**src/hdl/imrot_pkg.sv**
```systemverilog
package imrot_pkg;

  localparam int SAMPLE_W    = 16;
  localparam int CFG_DATA_W  = 9;
  localparam int CFG_IDX_W   = 2;
  localparam int QUEUE_DEPTH = 2;
  localparam int QPTR_W      = $clog2(QUEUE_DEPTH);
  localparam int QCNT_W      = $clog2(QUEUE_DEPTH + 1);

  typedef enum logic [CFG_IDX_W-1:0] {
    CFG_WIDTH  = 2'd0,
    CFG_HEIGHT = 2'd1,
    CFG_TURN   = 2'd2
  } cfg_idx_t;

  typedef enum logic [1:0] {
    BK_IDLE,
    BK_READ,
    BK_DATA
  } bk_state_t;

  // One queued request: load a pixel or emit the next rotated one
  typedef struct packed {
    logic                emit;
    logic [SAMPLE_W-1:0] red;
    logic [SAMPLE_W-1:0] green;
    logic [SAMPLE_W-1:0] blue;
  } item_t;

  typedef struct packed {
    logic  valid;
    item_t item;
  } q_head_t;

endpackage

```
**src/hdl/imrot_front.sv**
```systemverilog
module imrot_front (
  input  logic                          clk,
  input  logic                          rst_n,
  input  logic                          in_valid,
  output logic                          in_stall,
  input  logic                          in_action,
  input  logic [imrot_pkg::SAMPLE_W-1:0] in_red_in,
  input  logic [imrot_pkg::SAMPLE_W-1:0] in_green_in,
  input  logic [imrot_pkg::SAMPLE_W-1:0] in_blue_in,
  output imrot_pkg::q_head_t            q_head,
  input  logic                          q_pop
);

  import imrot_pkg::*;

  item_t             ent_r [QUEUE_DEPTH];
  logic [QPTR_W-1:0] wr_ptr_r, wr_ptr_nxt;
  logic [QPTR_W-1:0] rd_ptr_r, rd_ptr_nxt;
  logic [QCNT_W-1:0] cnt_r, cnt_nxt;
  logic              push;
  item_t             new_item;

  assign in_stall = (cnt_r == QCNT_W'(QUEUE_DEPTH));
  assign push     = in_valid && !in_stall;

  always_comb begin
    new_item.emit  = in_action;
    new_item.red   = in_red_in;
    new_item.green = in_green_in;
    new_item.blue  = in_blue_in;
  end

  always_comb begin
    wr_ptr_nxt = wr_ptr_r;
    rd_ptr_nxt = rd_ptr_r;
    cnt_nxt    = cnt_r;
    if (push) begin
      wr_ptr_nxt = (wr_ptr_r == QPTR_W'(QUEUE_DEPTH - 1)) ? '0 : wr_ptr_r + 1'b1;
    end
    if (q_pop) begin
      rd_ptr_nxt = (rd_ptr_r == QPTR_W'(QUEUE_DEPTH - 1)) ? '0 : rd_ptr_r + 1'b1;
    end
    if (push && !q_pop) begin
      cnt_nxt = cnt_r + 1'b1;
    end else if (!push && q_pop) begin
      cnt_nxt = cnt_r - 1'b1;
    end
  end

  always_ff @(posedge clk) begin
    if (!rst_n) begin
      wr_ptr_r <= '0;
      rd_ptr_r <= '0;
      cnt_r    <= '0;
    end else begin
      wr_ptr_r <= wr_ptr_nxt;
      rd_ptr_r <= rd_ptr_nxt;
      cnt_r    <= cnt_nxt;
    end
  end

  always_ff @(posedge clk) begin
    if (push) begin
      ent_r[wr_ptr_r] <= new_item;
    end
  end

  assign q_head.valid = (cnt_r != '0);
  assign q_head.item  = ent_r[rd_ptr_r];

endmodule

```
**config.mk**
```make
export PLATFORM = sky130hd
export DESIGN_NAME = imrot_front
export DESIGN_NICKNAME = d
export VERILOG_FILES = /design/src/hdl/imrot_pkg.sv /design/src/hdl/imrot_front.sv
export SDC_FILE = /design/constraint.sdc
export NUM_CORES = 1
export LEC_CHECK = 0
export ABC_AREA = 1
export BUFFER_PORTS_ARGS = -buffer_cell sky130_fd_sc_hd__buf_2
export CORE_MARGIN = 1
export CORE_UTILIZATION = 56
export DETAILED_ROUTE_END_ITERATION = 7
export PLACE_DENSITY_LB_ADDON = 0.08
export SLEW_MARGIN = 10
export SYNTH_ARGS = -nofsm -noshare
export SYNTH_HDL_FRONTEND = slang
export SYNTH_SLANG_ARGS = --single-unit
```
**constraint.sdc**
```tcl
create_clock -name clk -period 5.3 [get_ports clk]
set_clock_uncertainty 0.2 [all_clocks]
set_input_delay 0.795 -clock clk [delete_from_list [all_inputs] [get_ports clk]]
set_output_delay 0.795 -clock clk [all_outputs]
set_load 0.005 [all_outputs]
```
# After elaboration in Yosys (flattened, before gate mapping)
# Memories as Yosys holds them, arrays and structs flattened. A register that Yosys moved wholly into a read port is not among the register bits.
# Index checks and enable logic that the tools add are counted.
classes:
  n_addsub: 4
  n_eq_ne: 1
  muxes: 8
  n_reduce_logical: 8
ops:
  columns: ["operator", "n"]
  rows:
  - ["two-way mux 1 bit", 6]
  - ["two-way mux 2 bit", 2]
  - ["nonzero test 2 bit", 2]
  - ["logical AND 1 bit", 3]
  - ["zero test 1 bit", 3]
  - ["adder 1 bit, second input constant", 2]
  - ["adder 2 x 1 -> 2 bit, second input constant", 1]
  - ["equality test 2 bit, second input constant", 1]
  - ["subtractor 2 x 1 -> 2 bit, second input constant", 1]
totals:
  regBits: 4
  ram_bits: 98
  input_bits: 53
  out_inout_bits: 51
  elab_cells: 25
  memories: 1
memory_table:
  columns: ["name", "depth", "word_bits", "rd", "rd_ports_with_merged_regs", "wr", "line", "source"]
  rows:
  - ["ent_r", 2, 49, 1, 1, 1, "imrot_front.sv:16", "item_t ent_r [QUEUE_DEPTH];"]

# Longest topological paths before layout
# Gate-level depths: netlist (run 1).
depth:
  word_depth: 7
  depth_mapped: 10

# Worst setup path before layout (run 1)
# No wires, ideal clock.
synth_timing:
  kind: "input to register"
  from: "in in_valid"
  to: "mem ent_r[0][0] in the netlist's numbering (enable)"
  setup_ps: 456
  arrival_time_ps: 2956
  slack_ps: 1689
  path_stages: 2
  path_cell_list: "o21ai_1 nor2_1"
synth_via:
  elab_chain_cells: 3
synth_rtl:
  columns: ["item", "line", "source"]
  rows:
  - ["start: declaration", "imrot_front.sv:4", "input logic in_valid,"]
  - ["logical AND 1 bit", "imrot_front.sv:24", "assign push = in_valid && !in_stall;"]
  - ["two-way mux 1 bit", "imrot_front.sv:63", "if (push) begin"]
  - ["two-way mux 1 bit (implied by the code)", "imrot_front.sv:64", "ent_r[wr_ptr_r] <= new_item;"]
  - ["end: declaration", "imrot_front.sv:16", null]
# No other way between the ends.

==> flow_summary.ini, run 1 <==
[run_status]
status = finished, violations left
violations = DRC

[clocking]
numCtsBuffers = 9
clk_pin_slew_worst_paths_ns = 0.09
hold_buffers = 0
clk_latency_ns = 0.34
cts-root-buf = clkbuf_8
htree_levels = 3
cts-resized-gates = 0
cts_setup_buffers = 0
cts_tree = done
clockBufferDepth = 2
cts.sinks = 103

[detailed_routing]
drtPass1Iterations = 8
via_per_inst = 5.136
vias = 1962
drc = 5
wirelength_um = 6251
antenna_left = 0
drt_iter0_drc = 125
drt-wirelength-per-cell_um = 16.36

[setup_path]
crit_slowest_cell = dfxtp_2
reg2regPathDepth = 4
arrival_ns = 2.02
end_kind = output port
cp_max_fo = 29
critical_path_class = reg -> out
worstPathCellList = buf_4, mux2_2, buf_2
startpoint_type = flip-flop
cp.required_ns = 4.30
cpPeakStageDelay_ns = 0.66

[layout]
final_cell_area_um2 = 4643
nets = 354
drive_gt1_frac = 0.5639
final_core_util = 0.7189
fin_cells = 382
synthToLayoutAreaGrowth_pct = 21.71
num_antenna_cells = 0

[grt]
grt_pass1_wl_um = 9535
grt_pass1_vias = 1989
globalRouteOverflowTotal = 0
grt_use_total = 0.1813
grt_max_degree = 32
grt_antenna_before_repair = 0

[sta]
setup_tns_ns = 0
slew_viol_final = 0
worstMarginPinSlew_ns = 0.6191
hold_viol_final = 0
finalCriticalPeriod_ns = 3.020
fmax_mhz = 331.1
whs_ns = 0.3183
setup_viol = 0
rsz0062_at_grt = false
finalWorstSetupSlack_ns = 2.280
max_slew_margin = 0.5863
min_period_over_period = 0.5698

[power]
p_leak_nw = 1.799
pwr-share-comb = 0.114
peakVddDrop_mv = 0.2107
p_int_mw = 1.358
sw_frac_of_total = 0.2122
design_power_total_mw = 1.724
pwr-share-clk = 0.313
p_seq_frac = 0.573
power.switching_mw = 0.3658
power.density_nw_per_um2 = 371.3

[job]
cap_violations = 0

[logic_synthesis]
synth-seq-area-share = 0.7976
ys.warnings.count = 0
synth.ff_latch_count = 103
syn-num-nets = 242
netlist-cell-type-count = 16
synthCells = 188
syn-cell-area_um2 = 3815
avgSynthCellArea_um2 = 20.29

[min_path]
hold_class = reg -> reg
whs_path_depth = 2

[placed_design]
place.gp.congestion = 0.7151
place_ws_ns = 2.622
dpl.hpwl_um = 4115
io_buffers = 103
dpl-instance-area_um2 = 4417
dp.cells = 366

[floorplan]
start_util = 0.5907
die_w_um = 84.54
dieArea_um2 = 7146
coreArea_um2 = 6459
ios = 104
die_h_um = 84.54
fp-row-count = 29
-- registers in the layout (all words and copies together), names as in the netlist, named ones only --
| register | count |
|---|---|
| ent_r | 98 |
| cnt_r | 2 |
| rd_ptr_r | 1 |
| wr_ptr_r | 1 |
-- kinds of logic (layout without fill, tap and decap cells) --
group                      after synthesis  after routing  share of synthesized area
DFF                                    103            103                     0.7976
and+or+nand+nor                         18             18                    0.01870
adders and majority gates                1              1                   0.003279
buffers and inverters                   13            130                    0.02066
AOI/OAI and AO/OA                        4              4                   0.005245
muxes                                   49             49                     0.1545
-- power groups by stage --
| stage | registers (mW) | logic [mW] | clock network [mW] |
|---|---|---|---|
| 6_report | 0.987 | 0.197 | 0.539 |
| 5_1_grt | 0.994 | 0.216 | 0.578 |
| 4_1_cts | 0.988 | 0.201 | 0.547 |
| 3_5_place_dp | 1.01 | 0.200 | 0 |
| 3_3_place_gp | 1.00 | 0.196 | 0 |
| 2_1_floorplan | 1.00 | 0.115 | 0 |
-- worst max-delay path, delay by kind of cell (launching register included) --
kind,cells,cell delay (ns)
DFF,1,0.66
buffers and inverters,2,0.62
muxes,1,0.40
-- final timing paths --
path	endpoint	startpoint	slack (ns)
hold reg to reg	rd_ptr_r	rd_ptr_r	0.32
setup / recovery	q_head[26]	flip-flop	2.28
setup reg to reg	ent_r[0][14]	cnt_r[1]	3.14
hold / removal	rd_ptr_r	rd_ptr_r	0.32
-- cells in the mapped netlist, drive strengths merged --
cell type  instances  share of area
inv                8         0.0079
ha                 1         0.0033
dfxtp              5          0.026
mux2              49           0.15
nand4              1         0.0016
nand2              7         0.0069
nand3              1         0.0013
edfxtp            98           0.77
o21ai              3         0.0039
nor2               9         0.0089
buf                5          0.013
a21oi              1         0.0013
-- layout make-up --
| cell class | count | area (µm²) |
|---|---|---|
| clock buffers | 13 | 158.9 |
| multi-input cells | 72 | 708.2 |
| repair buffers | 106 | 538.0 |
| flip-flops and latches | 103 | 3044 |
| inverters | 8 | 30.03 |
| fillers | 445 | 1815 |
| clock inverters | 3 | 67.56 |
| well taps | 77 | 96.34 |
-- layout by cell type, fill, tap and decap left out, types with 2 or more instances in the layout --
cell type / synthesis / routed
mux2_2: 39 / 39
nor2_1: 9 / 7
clkbuf_8: 0 / 11
bufinv_16: 0 / 2
buf_4: 3 / 3
nand2_1: 7 / 7
o21ai_0: 2 / 2
dfxtp_1: 5 / 4
mux2_4: 10 / 10
inv_1: 8 / 8
clkbuf_1: 0 / 2
nor2_4: 0 / 2
edfxtp_1: 98 / 98
buf_2: 0 / 103
-- layer usage --
layer	GRT usage	part of all wire	vias up
met5	0	0	-
met4	0.08320	0.022	0
met2	0.2979	0.50	69
met3	0.06588	0.069	14
met1	0.2154	0.41	937
li1	-	-	942
No activity file was read; power rests on OpenSTA's default activity.
==> inputs of run 2 (changes only) <==
Settings changed: CORE_UTILIZATION 56 to 52.
Clock period 5.3 ns to 3 ns, I/O delays scaled along.
==> flow_summary.ini, run 2 (synthesis gave the netlist of run 1 again) <==
[floorplan]
coreArea_um2 = 6944
ios = 104
dieArea_um2 = 7683
start_util = 0.5494
fp-row-count = 30
die_w_um = 87.65
die_h_um = 87.65

[placed_design]
dpl-instance-area_um2 = 4463
io_buffers = 103
dp.cells = 388
dpl.hpwl_um = 4213
place.gp.congestion = 0.6901
place_ws_ns = 1.131

[clocking]
clockBufferDepth = 2
clk_pin_slew_worst_paths_ns = 0.10
cts_setup_buffers = 0
cts-root-buf = clkbuf_8
cts_tree = done
clk_latency_ns = 0.34
numCtsBuffers = 9
hold_buffers = 0
cts.sinks = 103
htree_levels = 3
cts-resized-gates = 0

[sta]
hold_viol_final = 0
finalWorstSetupSlack_ns = 0.8077
worstMarginPinSlew_ns = 0.4834
slew_viol_final = 0
finalCriticalPeriod_ns = 2.192
setup_tns_ns = 0
fmax_mhz = 456.1
max_slew_margin = 0.6756
min_period_over_period = 0.7308
rsz0062_at_grt = false
setup_viol = 0

[grt]
globalRouteOverflowTotal = 0
grt_pass1_vias = 2007
grt_antenna_before_repair = 0
grt_max_degree = 29
grt_use_total = 0.1741
grt_pass1_wl_um = 9749

[detailed_routing]
wl_met1_um = 2728
met2RoutedLength_um = 3074
wl_met3_um = 339
wirelength_um = 6208
antenna_left = 0
drtPass1Iterations = 4
drt-wirelength-per-cell_um = 15.37
vias = 1976
top_layer = met4
drt_iter0_drc = 101
drc = 0
via_per_inst = 4.891

[layout]
nets = 357
num_antenna_cells = 0
synthToLayoutAreaGrowth_pct = 21.91
largest_reg_flops = 98
filler_cell_count = 530
top_register = ent_r
layout_commonest_cell = buf_2
final_cell_area_um2 = 4651
drive_gt1_frac = 0.5682
final_cell_mix = buf_2 (103), edfxtp_1 (98), mux2_2 (39)
fin_cells = 404
reg_top3 = ent_r (98), cnt_r (2)

[run_status]
status = finished clean

[setup_path]
cp_max_fo = 25
critical_path_class = reg -> out
worstPathCellList = buf_4, mux2_2, buf_2
cpPeakStageDelay_ns = 0.39
cp.required_ns = 2.35
crit_slowest_cell = mux2_2
end_kind = output port
arrival_ns = 1.54
startpoint_type = flip-flop

[power]
p_leak_nw = 1.794
peakVddDrop_mv = 0.3448
power.density_nw_per_um2 = 622.2

[job]
cap_violations = 0

[min_path]
hold_class = in -> reg
run 2: worst max-delay path, delay by kind of cell, from the launching register on:
kind                   cells  cell delay (ns)
multiplexers               1             0.39
buffers and inverters      2             0.47
flip-flops                 1             0.33
run 2: area by class of cell:
| cell class | instances | area, µm² | area share |
|---|---|---|---|
| Multi-Input combinational cell | 72 | 708.2 | 0.1523 |
| Clock buffer | 14 | 172.7 | 0.03713 |
| Tap cell | 96 | 120.1 | 0.02583 |
| Clock inverter | 2 | 15.01 | 0.003228 |
| Inverter | 8 | 30.03 | 0.006457 |
| Timing Repair Buffer | 109 | 560.5 | 0.1205 |
| Sequential cell | 103 | 3044 | 0.6546 |
run 2: power by group:
part,total [mW],internal [mW],switching (mW),leakage [nW]
logic,0.363,0.179,0.184,0.749
clock network,0.795,0.371,0.424,0.0889
registers,1.74,1.71,0.0275,0.955
run 2: path summary, 6_finish.rpt:
kind | from | endpoint | slack (ns) | cells past startpoint
worst min-delay path | in_blue_in[14] | ent_r[1][14] | 0.08 | 1
worst max register to register | cnt_r[1] | cnt_r[1] | 1.13 | 9
worst min register to register | rd_ptr_r | flip-flop | 0.31 | 2
worst max-delay path | flip-flop | q_head[10] | 0.81 | 3
run 2: per-layer routing:
metal  vias to the layer above  track usage
li1                        943            -
met1                       967       0.2189
met2                        59       0.2869
met3                         7      0.04336
met4                         0      0.08048
met5                         -            0
run 2: stage by stage:
stage	total power, mW	hold slack [ns]	utilization
floorplan	1.971	0.2635	-
global placement	2.128	0.2771	0.6427
detailed placement	2.139	0.3009	0.6427
CTS	2.931	0.06385	0.6697
global route	3.025	0.06214	0.6697
finish	2.894	0.07833	0.6697
==> inputs of run 3 (changes only) <==
Settings changed: ABC_AREA 1 to 0.
Clock period 3 ns to 2.15 ns, I/O delays scaled along.
==> flow_summary.ini, run 3 <==
[placed_design]
dpl.hpwl_um = 4068
place_ws_ns = 0.4037
dp.cells = 377
place.gp.congestion = 0.7028
io_buffers = 103

[floorplan]
die_w_um = 87.50
start_util = 0.5474
ios = 104
coreArea_um2 = 6944
die_h_um = 87.50
fp-row-count = 30
dieArea_um2 = 7655

[setup_path]
reg2regPathDepth = 4
cp_max_fo = 18
critical_path_class = reg -> out
critPathTopFamily = buffers and inverters
r2r-start = cnt_r[0]
startpoint_type = flip-flop
crit_slowest_cell = mux2_2
cp.required_ns = 1.63
arrival_ns = 1.48
end_kind = output port
cpPeakStageDelay_ns = 0.37
worstPathCellList = buf_4, mux2_2, buf_2
r2r_end = ent_r[0][30]
cp.buffers_inverters = 2
reg2reg_setup_slack_ns = 0.41

[detailed_routing]
wirelength_um = 6578
met2RoutedLength_um = 3565
antenna_left = 0
drtPass1Iterations = 4
drt_iter0_drc = 111
wl_met3_um = 287
via_per_inst = 4.867
wl_met1_um = 2623
drt-wirelength-per-cell_um = 14.88
drc = 0
top_layer = met4
vias = 2151

[min_path]
hold_class = in -> reg
min_delay_worst_endpoint = wr_ptr_r
hold_start = rst_n
whs_path_depth = 2

[logic_synthesis]
synth_edf_count = 98
synth.ff_latch_count = 103
synthCells = 177
synth_flop_cell = edfxtp_1
synth_top_area_share = 0.7742
synth-seq-area-share = 0.8005
netlist_top_cells_area = edfxtp_1 (77%), mux2_2 (12%), mux2_4 (3.9%), dfxtp_1 (2.6%), and2_1 (0.49%)
yosys.area.top_type = edfxtp_1
async_flop_share = 0
syn-cell-area_um2 = 3801
syn-num-nets = 231
ys.warnings.count = 0
netlist-cell-type-count = 23
synth_most_common_cell = edfxtp_1
synth_common_cells = edfxtp_1 (98), mux2_2 (39), mux2_4 (10), dfxtp_1 (5)
avgSynthCellArea_um2 = 21.48

[layout]
final_cell_mix = buf_2 (103), edfxtp_1 (98), dlygate4sd3_1 (49)
reg_top3 = ent_r (98), cnt_r (2)
nets = 395
register_area_um2 = 3045
drive_gt1_frac = 0.5173
top_register = ent_r
filler_cell_count = 454
synthToLayoutAreaGrowth_pct = 36.04
layout_commonest_cell = buf_2
fin_cells = 442
multi_input_area_um2 = 728.2
largest_reg_flops = 98
num_antenna_cells = 0

[grt]
grt_use_total = 0.1836
grt_pass1_wl_um = 9963
grt_antenna_before_repair = 0
grt_pass1_vias = 2208
grt_max_degree = 33
globalRouteOverflowTotal = 0

[power]
peakVddDrop_mv = 0.5495
power.density_nw_per_um2 = 826.7
design_power_total_mw = 4.275
p_leak_nw = 1.994

[clocking]
clk_latency_ns = 0.36
cts_tree = done
clockBufferDepth = 2
cts-root-buf = clkbuf_8
clk_pin_slew_worst_paths_ns = 0.08
htree_levels = 3
cts.sinks = 103
numCtsBuffers = 9

[run_status]
status = finished clean

[sta]
worstMarginPinSlew_ns = 0.4220
whs_ns = 0.03380
min_period_over_period = 0.9299
hold_viol_final = 0
max_slew_margin = 0.7177
finalCriticalPeriod_ns = 1.999
rsz0062_at_grt = false
setup_viol = 0
fmax_mhz = 500.2
finalWorstSetupSlack_ns = 0.1507
setup_tns_ns = 0
slew_viol_final = 0

[job]
cap_violations = 0
-- run 3: changes by cell type after synthesis, sizes merged, moves of 2 or more --
| cell | change |
|---|---|
| o21ai | -2 |
| a21boi | +2 |
| xor2 | +2 |
| nand2 | -7 |
| nor2 | -8 |
| and2 | +3 |
| inv | -5 |
-- run 3: stage by stage --
stage / cell area, µm² / utilization
6_report: 5171 / 0.7447
5_1_grt: 5171 / 0.7447
4_1_cts: 5171 / 0.7447
3_5_place_dp: 4506 / 0.6488
3_3_place_gp: 4506 / 0.6488
2_1_floorplan: 3820 / -
-- run 3: worst register-to-register path: cells and delay by family (launching register included) --
family | cells | cell delay, ns
buf+inv | 2 | 0.34
flops | 1 | 0.37
simple gates | 2 | 0.53
-- run 3: worst max-delay path by stage --
stage	startpoint	endpoint	slack, ns	cells past startpoint
5_1_grt	flip-flop	q_head[46]	0.07	3
3_3_place_gp	cnt_r[0]	ent_r[0][5]	0.45	4
2_1_floorplan	cnt_r[0]	ent_r[0][0]	-0.22	3
6_report	flip-flop	q_head[39]	0.15	3
3_5_place_dp	cnt_r[0]	ent_r[0][5]	0.40	4
4_1_cts	flip-flop	q_head[44]	0.13	3
-- run 3: logic make-up after synthesis --
| family | Yosys count | synth area share |
|---|---|---|
| buffers and inverters | 8 | 0.01185 |
| multiplexers | 49 | 0.1550 |
| adder cells (fa/ha/maj) | 1 | 0.003291 |
| AND/OR/NAND/NOR | 9 | 0.01515 |
| XOR/XNOR | 3 | 0.006914 |
| flip-flops | 103 | 0.8005 |
| AO/OA/AOI/OAI | 4 | 0.007243 |
-- run 3: layout make-up --
cell class / instances / area share
Multi-Input combinational cell: 66 / 0.1408
Sequential cell: 103 / 0.5889
Clock inverter: 4 / 0.005807
Inverter: 3 / 0.002662
Clock buffer: 12 / 0.02807
Tap cell: 96 / 0.02323
Timing Repair Buffer: 158 / 0.2105
-- run 3: what timing repair did --
item,4_1_cts,5_1_grt
endpoints found under the hold margin,98,0
setup buffers,0,0
gates resized for setup,0,0
hold buffers,49,0
-- run 3: where the power goes --
group / total [mW] / switching (mW) / internal, mW
sequential: 2.48 / 0.0550 / 2.43
combinational: 0.729 / 0.324 / 0.405
clock: 1.06 / 0.606 / 0.458
total: 4.27 / 0.985 / 3.29
-- run 3: routing by layer --
metal / up-vias / global-route usage
li1: 1020 / -
met1: 1056 / 0.1979
met2: 67 / 0.3359
met3: 8 / 0.04739
met4: 0 / 0.08495
met5: - / 0
